**config.mk**
```make
export PLATFORM = sky130hd
export DESIGN_NAME = smcs_seq_flat
export DESIGN_NICKNAME = d
export VERILOG_FILES = /design/src/hw/rtl/smcs_pkg.sv /design/src/hw/rtl/smcs_if.sv /design/src/hw/rtl/smcs_seq.sv /design/src/flat_wrapper.sv
export SDC_FILE = /design/constraint.sdc
export NUM_CORES = 1
export LEC_CHECK = 0
export ABC_AREA = 1
export BUFFER_PORTS_ARGS = -buffer_cell sky130_fd_sc_hd__buf_2
export CORE_MARGIN = 2
export CORE_UTILIZATION = 52
export DETAILED_ROUTE_END_ITERATION = 7
export PLACE_DENSITY = 0.85
export SLEW_MARGIN = 20
export SYNTH_ARGS = -nofsm -noshare
export SYNTH_HDL_FRONTEND = slang
export SYNTH_SLANG_ARGS = --single-unit
```
**constraint.sdc**
```tcl
create_clock -name clock -period 5.5 [get_ports clock]
set_input_delay 0.825 -clock clock [delete_from_list [all_inputs] [get_ports clock]]
set_output_delay 0.825 -clock clock [all_outputs]
set_load 0.02 [all_outputs]
```
**src/hw/rtl/smcs_pkg.sv**
```systemverilog
// Shared constants, types and codes for the sparse matrix coordinate store.
`timescale 1ns / 1ps
package smcs_pkg;

   localparam int MAX_ENTRIES = 256;
   localparam int INDEX_BITS = 12;
   localparam int SLOT_BITS = $clog2(MAX_ENTRIES);
   localparam int COUNT_BITS = SLOT_BITS + 1;
   localparam int VALUE_BITS = 32;
   localparam int SIZE_BITS = 13;
   localparam int STATUS_BITS = 2;
   localparam int CSR_INDEX_BITS = 2;
   localparam int CSR_DATA_BITS = 32;

   localparam logic [SIZE_BITS-1:0] SIZE_RESET = SIZE_BITS'(4096);

   localparam logic OP_READ = 1'b0;
   localparam logic OP_WRITE = 1'b1;

   localparam logic [STATUS_BITS-1:0] STATUS_OK = 2'd0;
   localparam logic [STATUS_BITS-1:0] STATUS_BAD_ROW = 2'd1;
   localparam logic [STATUS_BITS-1:0] STATUS_BAD_COLUMN = 2'd2;
   localparam logic [STATUS_BITS-1:0] STATUS_FULL = 2'd3;

   localparam logic [CSR_INDEX_BITS-1:0] CSR_ROW_COUNT = 2'd0;
   localparam logic [CSR_INDEX_BITS-1:0] CSR_COLUMN_COUNT = 2'd1;

   typedef struct packed {
      logic [INDEX_BITS-1:0] row;
      logic [INDEX_BITS-1:0] column;
      logic signed [VALUE_BITS-1:0] value;
   } entry_type;

   typedef struct packed {
      logic wr_en;
      logic [SLOT_BITS-1:0] wr_addr;
      entry_type wr_entry;
      logic [SLOT_BITS-1:0] rd_addr;
   } table_cmd_type;

   typedef struct packed {
      logic [SIZE_BITS-1:0] row_count;
      logic [SIZE_BITS-1:0] column_count;
   } limits_type;

endpackage

```
**src/hw/rtl/smcs_if.sv**
```systemverilog
// Request, response and register write channels of the coordinate store.
`timescale 1ns / 1ps
interface smcs_req_if;
   logic valid;
   logic ready;
   logic operation;
   logic [smcs_pkg::INDEX_BITS-1:0] row_index;
   logic [smcs_pkg::INDEX_BITS-1:0] column_index;
   logic signed [smcs_pkg::VALUE_BITS-1:0] write_value;
   modport source (output valid, operation, row_index, column_index, write_value,
                   input ready);
   modport sink (input valid, operation, row_index, column_index, write_value,
                 output ready);
endinterface

interface smcs_rsp_if;
   logic valid;
   logic ready;
   logic signed [smcs_pkg::VALUE_BITS-1:0] read_value;
   logic [smcs_pkg::STATUS_BITS-1:0] status;
   modport source (output valid, read_value, status, input ready);
   modport sink (input valid, read_value, status, output ready);
endinterface


```
**src/hw/rtl/smcs_seq.sv**
```systemverilog
// Sequencer: key scan, insertion shift and response register.
`timescale 1ns / 1ps
module smcs_seq (
   input  logic                    clock,
   input  logic                    reset,
   input  smcs_pkg::limits_type    limits,
   smcs_req_if.sink                req,
   smcs_rsp_if.source              rsp,
   output smcs_pkg::table_cmd_type cmd,
   input  smcs_pkg::entry_type     rd_entry
);

   localparam logic [2:0] ST_IDLE = 3'd0;
   localparam logic [2:0] ST_SCAN = 3'd1;
   localparam logic [2:0] ST_DECIDE = 3'd2;
   localparam logic [2:0] ST_PRIME = 3'd3;
   localparam logic [2:0] ST_SHIFT = 3'd4;
   localparam logic [2:0] ST_PLACE = 3'd5;
   localparam logic [2:0] ST_FINISH = 3'd6;

   localparam logic [smcs_pkg::COUNT_BITS-1:0] COUNT_FULL =
      smcs_pkg::COUNT_BITS'(smcs_pkg::MAX_ENTRIES);

   logic [2:0] state_ff, state_in;
   logic [smcs_pkg::COUNT_BITS-1:0] count_ff, count_in;
   logic [smcs_pkg::COUNT_BITS-1:0] idx_ff, idx_in;
   logic [smcs_pkg::COUNT_BITS-1:0] slot_ff, slot_in;
   logic [smcs_pkg::COUNT_BITS-1:0] ptr_ff, ptr_in;
   logic hit_ff, hit_in;
   logic op_ff, op_in;
   logic [smcs_pkg::INDEX_BITS-1:0] row_ff, row_in;
   logic [smcs_pkg::INDEX_BITS-1:0] column_ff, column_in;
   logic signed [smcs_pkg::VALUE_BITS-1:0] value_ff, value_in;
   logic signed [smcs_pkg::VALUE_BITS-1:0] result_ff, result_in;
   logic [smcs_pkg::STATUS_BITS-1:0] status_ff, status_in;
   logic rsp_valid_ff, rsp_valid_in;
   logic signed [smcs_pkg::VALUE_BITS-1:0] rsp_value_ff, rsp_value_in;
   logic [smcs_pkg::STATUS_BITS-1:0] rsp_status_ff, rsp_status_in;
   logic rsp_load;

   logic [smcs_pkg::COUNT_BITS-1:0] idx_plus;
   logic [smcs_pkg::COUNT_BITS-1:0] ptr_minus;
   logic [smcs_pkg::COUNT_BITS-1:0] ptr_minus2;
   logic [2*smcs_pkg::INDEX_BITS-1:0] key_stored;
   logic [2*smcs_pkg::INDEX_BITS-1:0] key_wanted;
   logic key_ge, key_eq;

   assign idx_plus = idx_ff + smcs_pkg::COUNT_BITS'(1);
   assign ptr_minus = ptr_ff - smcs_pkg::COUNT_BITS'(1);
   assign ptr_minus2 = ptr_ff - smcs_pkg::COUNT_BITS'(2);

   // shared key comparator
   assign key_stored = {rd_entry.row, rd_entry.column};
   assign key_wanted = {row_ff, column_ff};
   assign key_ge = key_stored >= key_wanted;
   assign key_eq = key_stored == key_wanted;

   assign req.ready = (state_ff == ST_IDLE);

   always_comb begin
      state_in = state_ff;
      count_in = count_ff;
      idx_in = idx_ff;
      slot_in = slot_ff;
      ptr_in = ptr_ff;
      hit_in = hit_ff;
      op_in = op_ff;
      row_in = row_ff;
      column_in = column_ff;
      value_in = value_ff;
      result_in = result_ff;
      status_in = status_ff;
      rsp_load = 1'b0;
      cmd.wr_en = 1'b0;
      cmd.wr_addr = slot_ff[smcs_pkg::SLOT_BITS-1:0];
      cmd.wr_entry.row = row_ff;
      cmd.wr_entry.column = column_ff;
      cmd.wr_entry.value = value_ff;
      cmd.rd_addr = '0;
      unique case (state_ff)
         ST_IDLE: begin
            if (req.valid) begin
               op_in = req.operation;
               row_in = req.row_index;
               column_in = req.column_index;
               value_in = req.write_value;
               idx_in = '0;
               slot_in = '0;
               hit_in = 1'b0;
               result_in = '0;
               status_in = smcs_pkg::STATUS_OK;
               if ({1'b0, req.row_index} >= limits.row_count) begin
                  status_in = smcs_pkg::STATUS_BAD_ROW;
                  state_in = ST_FINISH;
               end else if ({1'b0, req.column_index} >= limits.column_count) begin
                  status_in = smcs_pkg::STATUS_BAD_COLUMN;
                  state_in = ST_FINISH;
               end else if (count_ff == '0) begin
                  state_in = ST_DECIDE;
               end else begin
                  state_in = ST_SCAN;
               end
            end
         end
         ST_SCAN: begin
            cmd.rd_addr = idx_plus[smcs_pkg::SLOT_BITS-1:0];
            if (key_ge) begin
               slot_in = idx_ff;
               hit_in = key_eq;
               result_in = key_eq ? rd_entry.value : '0;
               state_in = ST_DECIDE;
            end else if (idx_plus == count_ff) begin
               slot_in = idx_plus;
               state_in = ST_DECIDE;
            end else begin
               idx_in = idx_plus;
            end
         end
         ST_DECIDE: begin
            if (hit_ff) begin
               cmd.wr_en = (op_ff == smcs_pkg::OP_WRITE);
               state_in = ST_FINISH;
            end else if (op_ff == smcs_pkg::OP_READ) begin
               state_in = ST_FINISH;
            end else if (count_ff == COUNT_FULL) begin
               status_in = smcs_pkg::STATUS_FULL;
               state_in = ST_FINISH;
            end else if (slot_ff == count_ff) begin
               state_in = ST_PLACE;
            end else begin
               ptr_in = count_ff;
               state_in = ST_PRIME;
            end
         end
         ST_PRIME: begin
            cmd.rd_addr = ptr_minus[smcs_pkg::SLOT_BITS-1:0];
            state_in = ST_SHIFT;
         end
         ST_SHIFT: begin
            cmd.wr_en = 1'b1;
            cmd.wr_addr = ptr_ff[smcs_pkg::SLOT_BITS-1:0];
            cmd.wr_entry = rd_entry;
            cmd.rd_addr = ptr_minus2[smcs_pkg::SLOT_BITS-1:0];
            if (ptr_minus == slot_ff) begin
               state_in = ST_PLACE;
            end else begin
               ptr_in = ptr_minus;
            end
         end
         ST_PLACE: begin
            cmd.wr_en = 1'b1;
            count_in = count_ff + smcs_pkg::COUNT_BITS'(1);
            state_in = ST_FINISH;
         end
         ST_FINISH: begin
            if (!rsp_valid_ff || rsp.ready) begin
               rsp_load = 1'b1;
               state_in = ST_IDLE;
            end
         end
         default: begin
            state_in = ST_IDLE;
         end
      endcase
   end

   assign rsp_valid_in = rsp_load || (rsp_valid_ff && !rsp.ready);
   assign rsp_value_in = rsp_load ? result_ff : rsp_value_ff;
   assign rsp_status_in = rsp_load ? status_ff : rsp_status_ff;

   always_ff @(posedge clock) begin
      if (reset) begin
         state_ff <= ST_IDLE;
         count_ff <= '0;
         rsp_valid_ff <= 1'b0;
      end else begin
         state_ff <= state_in;
         count_ff <= count_in;
         rsp_valid_ff <= rsp_valid_in;
      end
      idx_ff <= idx_in;
      slot_ff <= slot_in;
      ptr_ff <= ptr_in;
      hit_ff <= hit_in;
      op_ff <= op_in;
      row_ff <= row_in;
      column_ff <= column_in;
      value_ff <= value_in;
      result_ff <= result_in;
      status_ff <= status_in;
      rsp_value_ff <= rsp_value_in;
      rsp_status_ff <= rsp_status_in;
   end

   assign rsp.valid = rsp_valid_ff;
   assign rsp.read_value = rsp_value_ff;
   assign rsp.status = rsp_status_ff;

   a_count_bound: assert property (@(posedge clock) disable iff (reset)
      count_ff <= COUNT_FULL)
      else $error("entry count beyond table depth");

   a_count_step: assert property (@(posedge clock) disable iff (reset)
      (!$past(reset) && count_ff != $past(count_ff)) |->
         count_ff == $past(count_ff) + smcs_pkg::COUNT_BITS'(1))
      else $error("entry count moved by other than one");

   a_no_idle_write: assert property (@(posedge clock) disable iff (reset)
      (state_ff == ST_IDLE || state_ff == ST_FINISH) |-> !cmd.wr_en)
      else $error("table written outside an access");

   a_full_status: assert property (@(posedge clock) disable iff (reset)
      (rsp_load && status_ff == smcs_pkg::STATUS_FULL) |-> count_ff == COUNT_FULL)
      else $error("full status with room in table");

   a_shift_order: assert property (@(posedge clock) disable iff (reset)
      (state_ff == ST_SHIFT) |-> (ptr_ff > slot_ff && ptr_ff < COUNT_FULL))
      else $error("shift pointer outside insertion range");

endmodule
```
**src/flat_wrapper.sv**
```systemverilog
// flat-port wrapper written by rule: the top's interface ports become plain ports
module smcs_seq_flat 
  (clock, reset, limits, cmd, rd_entry, req_valid, req_operation, req_row_index, req_column_index, req_write_value, req_ready, rsp_valid, rsp_read_value, rsp_status, rsp_ready);
  smcs_req_if req_i ();
  smcs_rsp_if rsp_i ();
  input  logic clock;
  input  logic reset;
  input  smcs_pkg::limits_type limits;
  output smcs_pkg::table_cmd_type cmd;
  input  smcs_pkg::entry_type rd_entry;
  input wire logic [$bits(req_i.valid)-1:0] req_valid;
  input wire logic [$bits(req_i.operation)-1:0] req_operation;
  input wire logic [$bits(req_i.row_index)-1:0] req_row_index;
  input wire logic [$bits(req_i.column_index)-1:0] req_column_index;
  input wire logic [$bits(req_i.write_value)-1:0] req_write_value;
  output wire logic [$bits(req_i.ready)-1:0] req_ready;
  output wire logic [$bits(rsp_i.valid)-1:0] rsp_valid;
  output wire logic [$bits(rsp_i.read_value)-1:0] rsp_read_value;
  output wire logic [$bits(rsp_i.status)-1:0] rsp_status;
  input wire logic [$bits(rsp_i.ready)-1:0] rsp_ready;
  assign req_i.valid = req_valid;
  assign req_i.operation = req_operation;
  assign req_i.row_index = req_row_index;
  assign req_i.column_index = req_column_index;
  assign req_i.write_value = req_write_value;
  assign req_ready = req_i.ready;
  assign rsp_valid = rsp_i.valid;
  assign rsp_read_value = rsp_i.read_value;
  assign rsp_status = rsp_i.status;
  assign rsp_i.ready = rsp_ready;
  smcs_seq u_core (.clock(clock), .reset(reset), .limits(limits), .req(req_i), .rsp(rsp_i), .cmd(cmd), .rd_entry(rd_entry));
endmodule
```
==> key figures, run 1 <==
CTS
  – TritonCTS clock tree: done
  – Post-CTS setup buffers: 0
  – Worst skew pair latency: 0.43 ns
  – Resize count post-CTS: 0
  – TritonCTS Buffers: 17
  – H-tree levels: 4
  – Worst-case clock buffer depth: 2
  – Clk sinks: 166
  – Post-CTS Hold Buffers: 0
  – Worst-path clk slew: 0.07 ns
  – Root Buffer: clkbuf_16

Routing
  – Routed WL: 22900 um
  – First DRT Iteration DRCs: 749
  – Total DRC errors in the routed layout: 0
  – DR vias/cell: 5.28
  – DR pass1 iterations: 6
  – ANT nets after route: 0
  – DR WL/cell: 15.5 um
  – Via count: 7814

Placed design
  – Routability Congestion: 0.909
  – Number of buffers added on ports: 251
  – DP Wirelength: 17800 um
  – Cell count after placement: 1448

Floorplan
  – Die Wd: 135 um
  – DIE AREA: 18200 um2
  – Io pins: 252
  – Chip height: 135 um
  – Initial Util: 53.5%
  – Core area: 16600 um2
  – Site Rows: 47

Setup path
  – CP Capture Type: primary output
  – R2R Setup Slk: 2.78 ns
  – Worst r2r src: u_core.idx_ff[0]
  – Critical Path Fanout Max: 58
  – Reg2Reg Depth: 12
  – Kind of critical path: flip-flop to primary output
  – Required time of the critical path: 4.68 ns
  – Worst setup SP type: flip-flop
  – R2r endpoint: u_core.slot_ff[3]
  – Critical Path AT: 2.59 ns

Synth
  – Syn_nets: 1189
  – Prevailing post-synth register cell: edfxtp_1
  – Top cells by area, synth: edfxtp_1 52%, nand2_1 10%, ha_1 7.6%
  – Synth Register Bits: 166
  – Cell accounting for the most synthesized area: edfxtp_1
  – Cell Area, Synth: 8910 um2
  – Post-synth ARST share: 0%
  – EDFF count, synth: 153
  – Synth warnings: 0
  – Post-synthesis sequential area ratio: 54.5%
  – Top-area cell type share of the netlist area: 51.6%
  – Gate Count Post-Synth: 992
  – Synth unique cells: 38
  – Synthesized area per cell: 8.98 um2

Global routing
  – Vias in the first global route: 7349
  – Number of antenna violations at the first check in global routing: 2
  – GRT Residual Overflow: 0
  – Largest net degree at the start of global routing: 64
  – Global-route wire length before repair: 35300 um
  – Total GRT Usage: 24.9%

Timing
  – Relative slew margins: 42.8%
  – Slew @ Worst Pin: 0.857 ns
  – Final setup viols: 0
  – Minimum clock period: 3.42 ns
  – Setup TNS: 0 ns
  – Crit share post-route: 62.2%
  – Max-slew violation count: 0
  – Setup Skew: 0.0100 ns
  – RSZ-0062 raised after global routing: false
  – Fmax: 293 MHz
  – Hold Violations, Final: 0
  – Hold slack: 0.421 ns

Layout
  – Final net count: 1444
  – Share of cells above drive strength 1: 24.9%
  – Area Growth Syn to Fin: 23.8%
  – Most frequent cells in the layout: 251 x buf_2, 243 x nand2_1, 165 x inv_1, 153 x edfxtp_1, 92 x nor2_1
  – Commonest non-fill, non-tap cell in the layout: buf_2
  – FILL cells: 1278
  – Final cell count without fillers: 1481
  – Fin util: 66.3%

Power
  – VDD IR max: 0.000318 V
  – Tot Pwr: 5.44 mW
  – Pwr Density: 493 nW/um2
  – Lkg Pwr: 5.26 nW

Min path
  – Hold path depth: 0
  – HP Start: u_core.result_ff[31]
  – Hold/Removal Path Class: flip-flop to flip-flop
  – Worst hold endpoint: u_core.rsp.read_value[31]

Outcome
  – Outcome: complete, no violations

Run
  – Max-Cap Viols: 0
sequential cells by signal (all words and copies together), names as in the netlist:
signal / cells
u_core.rsp.read_value: 32
u_core.row_ff: 12
u_core.result_ff: 32
u_core.op_ff: 1
u_core.ptr_ff: 9
u_core.count_ff: 9
u_core.rsp.valid: 1
u_core.slot_ff: 9
u_core.hit_ff: 1
u_core.status_ff: 2
u_core.column_ff: 12
u_core.state_ff: 3
u_core.idx_ff: 9
u_core.rsp.status: 2
u_core.value_ff: 32
per-layer routing:
metal | share of wire [%] | routed length (um) | track usage [%] | vias up
li1 | - | - | - | 3800
met1 | 39 | 8980 | 31.3 | 3528
met2 | 49 | 11300 | 42.0 | 431
met3 | 8.8 | 2010 | 5.41 | 55
met4 | 2.7 | 612 | 10.1 | 0
met5 | 0 | 0 | 0 | -
synthesized netlist by cell type (2+ instances only):
library cell	count
buf_2	2
nor2_1	92
nand4_1	15
o22ai_1	5
o221ai_1	6
nor2_4	3
inv_2	5
nor3_1	10
nor2_2	3
o21ai_1	3
xor2_1	5
edfxtp_1	153
nand3_1	42
nand2_1	244
clkbuf_1	19
inv_1	166
o21ai_0	88
a21oi_1	37
dfxtp_1	13
o21a_1	3
ha_1	54
nand2_2	5
xnor2_1	4
report_power, final:
part | leakage (nW) | switching [mW] | internal, mW
Combinational | 3.41 | 1.61 | 0.653
Clock | 0.289 | 0.577 | 0.616
Sequential | 1.56 | 0.160 | 1.82
layout make-up:
class,instances,area [um2],area share (%)
Inverter,171,642,5.82
Clock inverter,15,184,1.67
Timing Repair Buffer,258,1310,11.9
Sequential cell,166,4850,44.0
Multi-Input combinational cell,633,3340,30.2
Antenna cell,1,2.50,0.0227
Clock buffer,17,425,3.86
Tap cell,220,275,2.50
critical path: stages, from the launching register on:
cell     delay, ns
dfxtp_1       0.34
inv_2         0.10
nor2_1        0.05
inv_1         0.15
nor2_4        0.05
inv_2         0.63
buf_4         0.43
nand2_1       0.10
o21ai_0       0.12
buf_2         0.21
worst max path at each step:
stage,from,cells after the start,endpoint,slack [ns]
floorplan,rsp_ready,2,u_core.rsp.read_value[0],0.86
global placement,rd_entry[55],10,u_core.slot_ff[4],2.38
detailed placement,rd_entry[55],10,u_core.slot_ff[3],2.28
CTS,u_core.state_ff[2],9,cmd[13],2.08
global route,u_core.state_ff[2],9,cmd[13],1.85
finish,u_core.state_ff[2],9,cmd[13],2.08
metrics by stage:
stage	setup WS, ns	area (um2)
floorplan	0.864	8910
global placement	2.38	10400
detailed placement	2.28	10400
CTS	2.08	11000
global route	1.85	11000
finish	2.08	11000
cell families (layout without fill, tap and decap cells):
| kind of cell | count (synthesis) | in the layout | share of synthesized area [%] |
|---|---|---|---|
| xor+xnor | 9 | 9 | 0.885 |
| compound gates | 150 | 150 | 9.14 |
| simple gates | 420 | 420 | 19.7 |
| other cells | 0 | 1 | 0 |
| buf+inv | 193 | 461 | 8.20 |
| flops | 166 | 166 | 54.5 |
| fa+ha+maj | 54 | 54 | 7.59 |
No activity file was read; power rests on OpenSTA's default activity.
==> run 2, diff against run 1 <==
Clock period 5.5 ns to 3.15 ns, I/O delays scaled along.
==> key figures, run 2 (synthesis results as in run 1) <==
Outcome
  – Outcome: complete, no violations

Setup path
  – Critical Path Fanout Max: 49
  – CP Cell Sequence: inv_2 -> nor2_1 -> inv_1 -> nor2_4 -> inv_2 -> buf_12 -> nand2_1 -> o21ai_0 -> buf_2
  – Worst setup SP type: flip-flop
  – Required time of the critical path: 2.68 ns
  – Most frequent cell on the critical path: inv_2
  – CP max stage cell: inv_2
  – Kind of critical path: flip-flop to primary output
  – Critical Path AT: 2.42 ns
  – CP Capture Type: primary output
  – CP peak stage delay: 0.59 ns

Min path
  – Hold/Removal Path Class: input port to flip-flop

Layout
  – Final cell count without fillers: 1483
  – Commonest non-fill, non-tap cell in the layout: buf_2
  – Share of cells above drive strength 1: 25.0%
  – Final net count: 1447
  – Inserted Diodes: 0
  – Most frequent cells in the layout: 251 x buf_2, 244 x nand2_1, 165 x inv_1, 153 x edfxtp_1, 92 x nor2_1
  – FILL cells: 1284
  – Area Growth Syn to Fin: 24.7%

Floorplan
  – Site Rows: 47
  – Initial Util: 53.5%
  – Chip height: 135 um
  – Die Wd: 135 um
  – Core area: 16600 um2
  – DIE AREA: 18200 um2
  – Io pins: 252

CTS
  – Worst-case clock buffer depth: 2
  – Worst-path clk slew: 0.08 ns
  – TritonCTS Buffers: 17
  – TritonCTS clock tree: done
  – Worst skew pair latency: 0.42 ns
  – Root Buffer: clkbuf_16
  – Post-CTS Hold Buffers: 0
  – Resize count post-CTS: 0
  – Clk sinks: 166
  – Post-CTS setup buffers: 0
  – H-tree levels: 4

Timing
  – Hold Violations, Final: 0
  – Crit share post-route: 91.7%
  – Max-slew violation count: 0
  – RSZ-0062 raised after global routing: false
  – Slew @ Worst Pin: 0.801 ns
  – Relative slew margins: 46.5%
  – Final setup viols: 0
  – Setup Skew: 0.0138 ns
  – Setup TNS: 0 ns
  – Minimum clock period: 2.89 ns
  – Fmax: 346 MHz

Placed design
  – Number of buffers added on ports: 251
  – Cell count after placement: 1451
  – DP Wirelength: 17800 um
  – Routability Congestion: 0.943

Routing
  – DR vias/cell: 5.20
  – DR WL/cell: 15.4 um
  – DR pass1 iterations: 5
  – Total DRC errors in the routed layout: 0
  – Via count: 7709
  – Routed WL: 22800 um
  – ANT nets after route: 0
  – First DRT Iteration DRCs: 550

Global routing
  – Vias in the first global route: 7339
  – Global-route wire length before repair: 35700 um
  – Number of antenna violations at the first check in global routing: 1
  – Largest net degree at the start of global routing: 64
  – GRT Residual Overflow: 0
  – Total GRT Usage: 25.2%

Power
  – Lkg Pwr: 5.30 nW
  – VDD IR max: 0.000584 V
  – Pwr Density: 863 nW/um2

Run
  – Max-Cap Viols: 0
-- run 2: cell types whose count changed in the layout (fill, tap and decap cells not counted), moves of 2 or more --
cell | previous run | this run
buf_12 | 0 | 3
inv_6 | 2 | 5
inv_8 | 4 | 1
clkinvlp_4 | 2 | 0
-- run 2: cell type report --
| type | count | area [um2] | area share, % |
|---|---|---|---|
| flip-flops and latches | 166 | 4850 | 43.7 |
| multi-input cells | 633 | 3340 | 30.1 |
| repair buffers | 261 | 1370 | 12.3 |
| inverters | 171 | 642 | 5.78 |
| clock buffers | 17 | 425 | 3.83 |
| well taps | 220 | 275 | 2.48 |
| clock inverters | 15 | 200 | 1.80 |
-- run 2: critical path, delay by kind of cell (launching register included) --
kind,cells,cell delay [ns]
buf+inv,5,1.34
flops,1,0.33
simple gates,3,0.20
compound gates,1,0.10
-- run 2: report_power, final --
group	leakage (nW)	internal [mW]	switching [mW]
clock	0.302	1.15	0.985
combinational	3.43	1.21	2.78
sequential	1.56	3.18	0.276
total	5.30	5.54	4.04
-- run 2: path summary, 6_finish.rpt --
path,slack (ns),cells past startpoint,start,end
min,0.22,1,req_write_value[7],u_core.value_ff[7]
min reg2reg,0.42,0,u_core.result_ff[25],u_core.rsp.read_value[25]
max reg2reg,0.74,13,u_core.ptr_ff[2],u_core.ptr_ff[4]
max,0.26,9,u_core.state_ff[2],cmd[16]
-- run 2: through the flow --
step | instance area [um2] | utilization, % | power [mW] | hold WS, ns | worst slack, ns
after global routing | 11100 | 66.7 | 10.2 | 0.199 | 0.0908
after floorplan | 8910 | - | 6.06 | 0.400 | 0.303
final | 11100 | 66.7 | 9.58 | 0.222 | 0.261
after detailed placement | 10500 | 63.0 | 7.47 | 0.405 | 0.558
after global placement | 10500 | 63.0 | 7.35 | 0.400 | 0.658
after CTS | 11100 | 66.7 | 9.60 | 0.209 | 0.243
-- run 2: per-layer routing --
layer	track usage, %	vias up	wire length (um)
met5	0	-	0
met4	9.47	0	620
met3	4.77	47	1550
met2	43.5	343	11500
met1	31.6	3518	9210
li1	-	3801	-
